File: config.mk
export PLATFORM = sky130hd
export DESIGN_NAME = lidar_zone_stop_gear_monitor
export DESIGN_NICKNAME = d
export VERILOG_FILES = /design/src/rtl/core/lzsgm_pkg.sv /design/src/rtl/core/lidar_zone_stop_gear_monitor.sv
export SDC_FILE = /design/constraint.sdc
export NUM_CORES = 1
export LEC_CHECK = 0
export BUFFER_PORTS_ARGS = -buffer_cell sky130_fd_sc_hd__buf_4
export CORE_ASPECT_RATIO = 0.7
export CORE_MARGIN = 1.5
export CORE_UTILIZATION = 45
export CTS_CLUSTER_SIZE = 24
export DETAILED_ROUTE_END_ITERATION = 7
export REMOVE_ABC_BUFFERS = 1
export SYNTH_ARGS = -nofsm -noshare
export SYNTH_HDL_FRONTEND = slang
export SYNTH_SLANG_ARGS = --single-unit
File: constraint.sdc
create_clock -name clk -period 6.1 [get_ports clk]
set_input_delay 0.61 -clock clk [delete_from_list [all_inputs] [get_ports clk]]
set_output_delay 0.61 -clock clk [all_outputs]
set_load 0.005 [all_outputs]
File: src/rtl/core/lzsgm_pkg.sv
// Shared types and constants for the lidar zone stop / gear monitor.
// No dependencies.
package lzsgm_pkg;

	localparam int SCAN_POINTS = 1024;
	localparam int IDX_W       = 10;
	localparam int IDX_CMP_W   = $clog2(SCAN_POINTS) + 1;
	localparam logic [IDX_CMP_W-1:0] HALF_IDX = IDX_CMP_W'(SCAN_POINTS / 2);

	localparam int CFG_DATA_W  = 48;
	localparam int CFG_IDX_W   = 3;
	localparam int COUNT_W     = 11;

	localparam logic [COUNT_W-1:0] COUNT_MAX       = '1;
	localparam logic [COUNT_W-1:0] FREE_STOP_LIMIT = 11'd9;
	localparam logic [16:0]        CLEAR_MARGIN_MM = 17'd100;
	localparam logic signed [15:0] SLOW_SPEED_MM_S = 16'sd100;

	// Configuration register indexes
	localparam logic [CFG_IDX_W-1:0] REG_MODE_FLAGS  = 3'd0;
	localparam logic [CFG_IDX_W-1:0] REG_WIN_START   = 3'd1;
	localparam logic [CFG_IDX_W-1:0] REG_WIN_END     = 3'd2;
	localparam logic [CFG_IDX_W-1:0] REG_STOP_LEN    = 3'd3;
	localparam logic [CFG_IDX_W-1:0] REG_AREA1_LEN   = 3'd4;
	localparam logic [CFG_IDX_W-1:0] REG_COUNT_THR   = 3'd5;
	localparam logic [CFG_IDX_W-1:0] REG_SPEED_THR   = 3'd6;
	localparam logic [CFG_IDX_W-1:0] REG_UP_GEAR_TCK = 3'd7;

	typedef enum logic [1:0] {
		ACT_SAMPLE = 2'd0,
		ACT_SPEED  = 2'd1,
		ACT_TICK   = 2'd2
	} action_t;

	localparam logic [1:0] GEAR_FREE = 2'd0;
	localparam logic [1:0] GEAR_SLOW = 2'd1;
	localparam logic [1:0] GEAR_STOP = 2'd2;

	localparam logic MOTION_STOP   = 1'b0;
	localparam logic MOTION_RECOIL = 1'b1;

	typedef enum logic [4:0] {
		MM_NONE   = 5'b00001,
		MM_STOP   = 5'b00010,
		MM_GEAR1  = 5'b00100,
		MM_FREE   = 5'b01000,
		MM_RECOIL = 5'b10000
	} motion_mode_t;

	// Result word, lowest bit last in the list
	typedef struct packed {
		logic       light_alert;
		logic       light_valid;
		logic       motion_kind;
		logic       motion_valid;
		logic [1:0] gear_level;
		logic       gear_valid;
	} result_t;

	localparam int RES_W   = $bits(result_t);
	localparam int M_TDATA_W = ((RES_W + 7) / 8) * 8;
	localparam int S_TDATA_W = 64;

endpackage

File: src/rtl/core/lidar_zone_stop_gear_monitor.sv
// Lidar zone stop / gear monitor: top level, input stage, decision logic, result register.
// Depends on lzsgm_pkg.
//
//  channel | dir | handshake        | payload
//  --------+-----+------------------+-----------------------------------------------
//  s_*     | in  | s_tvalid/tready  | tuser=action, tlast=last_in_scan, tdata=sample
//  m_*     | out | m_tvalid/tready  | tdata=gear/motion/light flags, one per request
//  cfg_*   | in  | cfg_we only      | cfg_index selects register, cfg_data value
//
// Every request gives exactly one result, through the input register and then the result register.
// Throughput is one request per cycle while m_tready is high; the state update and result sit in one stage.
// arst_n clears control state and loads the configuration reset values.
// A stall on m_tready holds the result register; the input register still takes one
// more request, then s_tready drops until the result moves.
module lidar_zone_stop_gear_monitor (
	input  logic                                 clk,
	input  logic                                 arst_n,
	// slave stream
	input  logic                                 s_tvalid,
	output logic                                 s_tready,
	// tdata: sample_index[9:0], range_mm[25:10], intensity[41:26],
	//        speed_mm_s[57:42], zero[63:58]
	input  logic [lzsgm_pkg::S_TDATA_W-1:0]      s_tdata,
	input  logic                                 s_tlast,   // last_in_scan
	input  logic [1:0]                           s_tuser,   // action
	// master stream
	output logic                                 m_tvalid,
	input  logic                                 m_tready,
	// tdata: gear_valid[0], gear_level[2:1], motion_valid[3], motion_kind[4],
	//        light_valid[5], light_alert[6], zero[7]
	output logic [lzsgm_pkg::M_TDATA_W-1:0]      m_tdata,
	// configuration write port
	input  logic                                 cfg_we,
	input  logic [lzsgm_pkg::CFG_IDX_W-1:0]      cfg_index,
	input  logic [lzsgm_pkg::CFG_DATA_W-1:0]     cfg_data
);

	// ---------------- configuration registers ----------------
	logic [1:0]  mode_flags_q;
	logic [9:0]  win_start_q;
	logic [9:0]  win_end_q;
	logic [15:0] stop_len_q;
	logic [15:0] area1_len_q;
	logic [21:0] count_thr_q;
	logic [47:0] speed_thr_q;
	logic [31:0] up_gear_ticks_q;

	always_ff @(posedge clk or negedge arst_n) begin
		if (!arst_n) begin
			mode_flags_q    <= 2'd0;
			win_start_q     <= 10'd0;
			win_end_q       <= 10'd1023;
			stop_len_q      <= 16'd500;
			area1_len_q     <= 16'd1500;
			count_thr_q     <= 22'd0;
			speed_thr_q     <= 48'd0;
			up_gear_ticks_q <= 32'd0;
		end else if (cfg_we) begin
			case (cfg_index)
				lzsgm_pkg::REG_MODE_FLAGS:  mode_flags_q    <= cfg_data[1:0];
				lzsgm_pkg::REG_WIN_START:   win_start_q     <= cfg_data[9:0];
				lzsgm_pkg::REG_WIN_END:     win_end_q       <= cfg_data[9:0];
				lzsgm_pkg::REG_STOP_LEN:    stop_len_q      <= cfg_data[15:0];
				lzsgm_pkg::REG_AREA1_LEN:   area1_len_q     <= cfg_data[15:0];
				lzsgm_pkg::REG_COUNT_THR:   count_thr_q     <= cfg_data[21:0];
				lzsgm_pkg::REG_SPEED_THR:   speed_thr_q     <= cfg_data[47:0];
				lzsgm_pkg::REG_UP_GEAR_TCK: up_gear_ticks_q <= cfg_data[31:0];
				default: ;
			endcase
		end
	end

	// ---------------- input register ----------------
	logic                                valid_s1;
	lzsgm_pkg::action_t                  act_s1;
	logic [lzsgm_pkg::IDX_W-1:0]         idx_s1;
	logic [15:0]                         range_s1;
	logic [15:0]                         inten_s1;
	logic                                last_s1;
	logic signed [15:0]                  speed_s1;

	logic m_valid_q;
	logic advance;

	// Stage moves when the result register is free or is being drained this cycle
	assign advance  = valid_s1 && (!m_valid_q || m_tready);
	assign s_tready = !valid_s1 || advance;

	always_ff @(posedge clk or negedge arst_n) begin
		if (!arst_n) begin
			valid_s1 <= 1'b0;
		end else if (s_tready) begin
			valid_s1 <= s_tvalid;
		end
	end

	always_ff @(posedge clk) begin
		if (s_tvalid && s_tready) begin
			act_s1   <= lzsgm_pkg::action_t'(s_tuser);
			idx_s1   <= s_tdata[9:0];
			range_s1 <= s_tdata[25:10];
			inten_s1 <= s_tdata[41:26];
			speed_s1 <= s_tdata[57:42];
			last_s1  <= s_tlast;
		end
	end

	// ---------------- monitor state ----------------
	logic [lzsgm_pkg::COUNT_W-1:0] stop_cnt_q, right_cnt_q, left_cnt_q;
	logic                          decided_q;
	logic [1:0]                    down_conf_q, up_conf_q;
	lzsgm_pkg::motion_mode_t       mode_q;
	logic                          stopping_q;
	logic signed [15:0]            cur_speed_q;
	logic [31:0]                   since_slow_q;

	logic [lzsgm_pkg::COUNT_W-1:0] stop_cnt_d, right_cnt_d, left_cnt_d;
	logic                          decided_d;
	logic [1:0]                    down_conf_d, up_conf_d;
	lzsgm_pkg::motion_mode_t       mode_d;
	logic                          stopping_d;
	logic signed [15:0]            cur_speed_d;
	logic [31:0]                   since_slow_d;
	lzsgm_pkg::result_t            res_d, res_q;

	// signed speed against an unsigned 16-bit threshold
	function automatic logic speed_ge(input logic signed [15:0] spd, input logic [15:0] thr);
		return $signed({spd[15], spd}) >= $signed({1'b0, thr});
	endfunction

	function automatic logic [lzsgm_pkg::COUNT_W-1:0] sat_inc(
		input logic [lzsgm_pkg::COUNT_W-1:0] c);
		return (c != lzsgm_pkg::COUNT_MAX) ? c + 1'b1 : c;
	endfunction

	logic                            enabled;
	logic [lzsgm_pkg::COUNT_W-1:0]   stop_thr, grp_thr;
	logic [lzsgm_pkg::IDX_CMP_W-1:0] idx_ext;
	logic [16:0]                     band_low;
	logic                            band, in_window, right_zone, left_zone, near_end;
	logic                            right_ok, left_ok, both_ok;
	logic [10:0]                     idx_plus2;

	assign enabled  = mode_flags_q[0];
	assign stop_thr = count_thr_q[10:0];
	assign grp_thr  = count_thr_q[21:11];
	assign idx_ext  = lzsgm_pkg::IDX_CMP_W'(idx_s1);
	assign band_low = {1'b0, stop_len_q} + lzsgm_pkg::CLEAR_MARGIN_MM;
	assign band     = ({1'b0, range_s1} >= band_low) && (range_s1 <= area1_len_q);
	assign in_window = (idx_s1 >= win_start_q) && (idx_s1 < win_end_q)
		&& (range_s1 != 16'd0) && (inten_s1 != 16'd0);
	assign right_zone = (idx_s1 >= win_start_q) && (idx_ext <= lzsgm_pkg::HALF_IDX) && band;
	assign left_zone  = (idx_ext >= lzsgm_pkg::HALF_IDX) && (idx_s1 <= win_end_q) && band;
	assign idx_plus2  = {1'b0, idx_s1} + 11'd2;
	assign near_end   = idx_plus2 >= {1'b0, win_end_q};

	always_comb begin
		stop_cnt_d   = stop_cnt_q;
		right_cnt_d  = right_cnt_q;
		left_cnt_d   = left_cnt_q;
		decided_d    = decided_q;
		down_conf_d  = down_conf_q;
		up_conf_d    = up_conf_q;
		mode_d       = mode_q;
		stopping_d   = stopping_q;
		cur_speed_d  = cur_speed_q;
		since_slow_d = since_slow_q;
		res_d        = '0;
		right_ok     = 1'b0;
		left_ok      = 1'b0;
		both_ok      = 1'b0;

		case (act_s1)
			lzsgm_pkg::ACT_SAMPLE: begin
				if (enabled) begin
					if (!decided_q && in_window) begin
						// zone counting, stop zone has priority
						if (range_s1 <= stop_len_q) begin
							stop_cnt_d = sat_inc(stop_cnt_q);
						end else if (right_zone) begin
							right_cnt_d = sat_inc(right_cnt_q);
						end else if (left_zone) begin
							left_cnt_d = sat_inc(left_cnt_q);
						end
						right_ok = right_cnt_d >= grp_thr;
						left_ok  = left_cnt_d >= grp_thr;
						both_ok  = right_ok && left_ok;

						if ((stop_cnt_d >= stop_thr) && speed_ge(cur_speed_q, speed_thr_q[15:0])
							&& !stopping_q) begin
							// emergency stop
							res_d.gear_valid   = 1'b1;
							res_d.gear_level   = lzsgm_pkg::GEAR_STOP;
							res_d.motion_valid = 1'b1;
							res_d.motion_kind  = lzsgm_pkg::MOTION_STOP;
							res_d.light_valid  = 1'b1;
							res_d.light_alert  = 1'b1;
							stopping_d = 1'b1;
							mode_d     = lzsgm_pkg::MM_STOP;
							decided_d  = 1'b1;
						end else if (both_ok && speed_ge(cur_speed_q, speed_thr_q[31:16])) begin
							// slow-down, second confirmation acts
							down_conf_d = down_conf_q + 2'd1;
							if (down_conf_d == 2'd2) begin
								since_slow_d = 32'd0;
								if (mode_q != lzsgm_pkg::MM_GEAR1) begin
									res_d.gear_valid = 1'b1;
									res_d.gear_level = lzsgm_pkg::GEAR_SLOW;
									mode_d    = lzsgm_pkg::MM_GEAR1;
									up_conf_d = 2'd0;
								end
								down_conf_d = 2'd0;
							end
							decided_d = 1'b1;
						end else if ((stop_cnt_d <= lzsgm_pkg::FREE_STOP_LIMIT) && !both_ok
							&& near_end && speed_ge(cur_speed_q, speed_thr_q[47:32])) begin
							// clear zone near window end
							up_conf_d = up_conf_q + 2'd1;
							if (up_conf_d == 2'd2) begin
								if (mode_q != lzsgm_pkg::MM_FREE) begin
									if (since_slow_q >= up_gear_ticks_q) begin
										res_d.gear_valid = 1'b1;
										res_d.gear_level = lzsgm_pkg::GEAR_FREE;
										mode_d = lzsgm_pkg::MM_FREE;
									end
									down_conf_d = 2'd0;
								end
								up_conf_d = 2'd0;
							end
							decided_d = 1'b1;
						end
					end
					if (last_s1) begin
						stop_cnt_d  = '0;
						right_cnt_d = '0;
						left_cnt_d  = '0;
						decided_d   = 1'b0;
					end
				end
			end
			lzsgm_pkg::ACT_SPEED: begin
				if (enabled) begin
					cur_speed_d = speed_s1;
					if ((speed_s1 <= lzsgm_pkg::SLOW_SPEED_MM_S) && stopping_q) begin
						if (mode_flags_q[1]) begin
							mode_d             = lzsgm_pkg::MM_RECOIL;
							res_d.motion_valid = 1'b1;
							res_d.motion_kind  = lzsgm_pkg::MOTION_RECOIL;
						end
						stopping_d        = 1'b0;
						res_d.light_valid = 1'b1;
						res_d.light_alert = 1'b0;
					end
				end
			end
			lzsgm_pkg::ACT_TICK: begin
				if (since_slow_q != 32'hFFFF_FFFF) begin
					since_slow_d = since_slow_q + 32'd1;
				end
			end
			default: ;
		endcase
	end

	always_ff @(posedge clk or negedge arst_n) begin
		if (!arst_n) begin
			stop_cnt_q   <= '0;
			right_cnt_q  <= '0;
			left_cnt_q   <= '0;
			decided_q    <= 1'b0;
			down_conf_q  <= 2'd0;
			up_conf_q    <= 2'd0;
			mode_q       <= lzsgm_pkg::MM_NONE;
			stopping_q   <= 1'b0;
			cur_speed_q  <= 16'sd0;
			since_slow_q <= 32'hFFFF_FFFF;
		end else if (advance) begin
			stop_cnt_q   <= stop_cnt_d;
			right_cnt_q  <= right_cnt_d;
			left_cnt_q   <= left_cnt_d;
			decided_q    <= decided_d;
			down_conf_q  <= down_conf_d;
			up_conf_q    <= up_conf_d;
			mode_q       <= mode_d;
			stopping_q   <= stopping_d;
			cur_speed_q  <= cur_speed_d;
			since_slow_q <= since_slow_d;
		end
	end

	// ---------------- result register ----------------
	always_ff @(posedge clk or negedge arst_n) begin
		if (!arst_n) begin
			m_valid_q <= 1'b0;
		end else if (advance) begin
			m_valid_q <= 1'b1;
		end else if (m_tready) begin
			m_valid_q <= 1'b0;
		end
	end

	always_ff @(posedge clk) begin
		if (advance) begin
			res_q <= res_d;
		end
	end

	assign m_tvalid = m_valid_q;
	assign m_tdata  = lzsgm_pkg::M_TDATA_W'(res_q);

endmodule

==> impl_metrics.ini <==
[critical_path]
critPathKind = reg2reg
cp_slowest_stage_delay_ps = 580
crit_slowest_cell = dfstp_2
reg2reg_depth = 26
cpMostUsedCell = buf_4
worstPathArrival_ps = 6130
critical_path_required_ps = 6490
crit_path_end_kind = flip-flop
critPathMaxFanout = 25
start_kind = flip-flop

[power]
p_leak_nw = 9.84
vdd_drop_max_mv = 0.227
power_density_nw_per_um2 = 313
power.total_mw = 6.72

[drt]
vias = 14000
drtAntennaViolNets = 0
drt_first_pass_iters = 5
drcViolationCount = 0
drt-wirelength-per-cell_um = 19.4
drtIter0Drc = 890
viasPerCell = 5.67
finalWirelength_mm = 48.0

[clocking]
clk_latency_ps = 530
cts.path.max_buffers = 3
clock_sinks = 318
cts_tree = built
cts_buffers = 36
cts.clk_slew.worst_paths_ps = 60
cts-root-buf = clkbuf_16
h-tree-depth = 2

[synth]
ys_ff_latch = 318
synth_area_sq_um = 18600
synth_edf_count = 68
syn_inst = 1761
synthTopCellsByArea = dfrtp_1, ha_1, edfxtp_1
ys_types = 84
syn_area_per_cell_sq_um = 10.6
yosysTopAreaCell = dfrtp_1
synth.top_cell.area_share_pct = 26.1
yosysWarnings = 0
async_reset_ff_share_pct = 78.6
ys.flop_type = dfrtp_1
ys_seq_area_share_pct = 45.0

[timing]
grt_setup_unrepaired = false
max_slew_margin_pct = 28.9
finalSetupTns_ps = 0
fin_crit_ps = 5740
fin_skew_ps = 25.1
drv_slew = 0
max_slew.worst_pin.slew_ps = 1070
finalSetupViolCount = 0
hold_viol_final = 0
min_period_over_period_pct = 94.1
fmax_ghz = 0.174
hold_slack_ps = 65.3

[final_layout]
syn_to_final_growth_pct = 15.5
multi_input_area_sq_um = 9420
antenna_cells = 0
register_area_sq_um = 8370
nNetsFinal = 2224
final_cells = 2475
design_area_sq_um = 21500
layout-drive-gt1-share_pct = 23.0
fill_cells = 3590

[place]
gp_routability_congestion = 0.897
port_buffers = 125
place_hpwl_mm = 35.3
dpl_cell_area_sq_um = 20200
dp.cells = 2408

[hold_path]
holdCritPathClass = in2async

[grt]
grt_overflow_total = 0
antenna_found_initial = 3
grt_usage_pct = 22.9
grt_start_max_net_pins = 158
grt_pass1_vias = 13800
grt_pass1_wl_mm = 77.0

[status]
status = completed

[floorplan]
die_h_um = 173
die-area_sq_um = 42600
die_w_um = 246
initial_core_util_pct = 45.5
core_sq_um = 40900
num_rows = 62
io_pins = 133

[flow_run]
drv_cap = 0
[power breakdown]
part / switching (mW) / internal, mW
Clock: 0.888 / 1.28
Sequential: 0.278 / 2.55
Combinational: 0.924 / 0.802
[state kept, by name, indices dropped and copies added, names as in the netlist, 2 cells and up]
name / count
act_s1: 2
area1_len_q: 16
count_thr_q: 22
cur_speed_q: 16
down_conf_q: 2
idx_s1: 10
inten_s1: 16
left_cnt_q: 11
m_tdata: 7
mode_flags_q: 2
mode_q: 5
range_s1: 16
right_cnt_q: 11
since_slow_q: 32
speed_s1: 16
speed_thr_q: 48
stop_cnt_q: 11
stop_len_q: 16
up_conf_q: 2
up_gear_ticks_q: 32
win_end_q: 10
win_start_q: 10
[metal layers]
layer	share of wire (%)	global-route usage (%)	up-vias
li1	-	-	6730
met1	50	35.1	6872
met2	43	34.1	374
met3	5.3	3.43	62
met4	1.7	4.70	0
met5	0	0	-
[cells by family after synthesis]
family	Yosys count	synth area share [%]
DFF	318	45.0
and+or+nand+nor	454	12.8
muxes	146	8.81
adders and majority gates	197	13.3
buffers and inverters	222	4.65
AOI/OAI and AO/OA	387	13.7
xor gates and xnor gates	36	1.70
other	1	0.0202
[cell usage in the layout, fill, tap and decap left out, types with 27 or more instances in the layout]
master,Yosys,layout
a21o_1,33,33
a21oi_1,93,92
a31oi_1,33,33
and3_1,36,36
buf_4,3,156
clkbuf_16,0,38
dfrtp_1,194,194
dfstp_2,56,56
edfxtp_1,68,68
ha_1,197,197
inv_1,169,169
mux2_2,142,142
nand2_1,136,136
nand3_1,39,39
nand4_1,38,38
nor2_1,76,74
o21ai_0,85,85
xnor2_1,27,27
[cells in the mapped netlist (all sizes together), types with 11 or more instances]
| cell | n |
|---|---|
| o21ai | 86 |
| ha | 197 |
| nand2 | 136 |
| o21a | 24 |
| nor2b | 14 |
| dfrtp | 194 |
| edfxtp | 68 |
| nand3 | 39 |
| xnor2 | 27 |
| nor3 | 22 |
| mux2 | 142 |
| a211oi | 16 |
| inv | 169 |
| o211ai | 11 |
| and3 | 36 |
| nor2 | 77 |
| dfstp | 56 |
| clkbuf | 39 |
| nand4 | 39 |
| nand2b | 12 |
| a31oi | 34 |
| a21oi | 93 |
| nor4 | 23 |
| buf | 14 |
| a21o | 33 |
[timing repair]
item / 4_1_cts / 5_1_grt
setup buffers: 0 / 2
gates resized for setup: 0 / 10
setup endpoints to repair: 0 / 43
hold buffers: 0 / 0
[worst paths after layout]
check                      slack [ps]          start                  end
setup / recovery                  360  stop_len_q[4]            mode_q[2]
hold / removal                     70         arst_n       area1_len_q[9]
setup reg to reg                  360  stop_len_q[4]            mode_q[2]
hold reg to reg                   490      mode_q[0]            mode_q[0]
max in group asynchronous        4660         arst_n  up_gear_ticks_q[18]
min in group clk                  250    s_tdata[42]          speed_s1[0]
[stage by stage]
stage | utilization [%] | setup WS (ps)
2_1_floorplan | - | 101
3_3_place_gp | 49.5 | 113
3_5_place_dp | 49.5 | 177
4_1_cts | 52.4 | 120
5_1_grt | 52.5 | 8.09
6_report | 52.5 | 361
[worst max-delay path: cells and delay by family, from the launching register on]
family	cells	cell delay, ps
xor gates and xnor gates	2	280
AOI/OAI and AO/OA	10	1770
DFF	1	580
and+or+nand+nor	9	1680
buffers and inverters	3	690
adders and majority gates	2	610
[final cells by class]
class | instances | share of cell area [%]
multi-input cells | 1221 | 43.9
clock inverters | 17 | 0.804
well taps | 544 | 3.17
inverters | 169 | 2.95
clock buffers | 48 | 4.65
flip-flops and latches | 318 | 39.0
repair buffers | 158 | 5.62
Note: power is estimated with default switching activity, not from simulation.
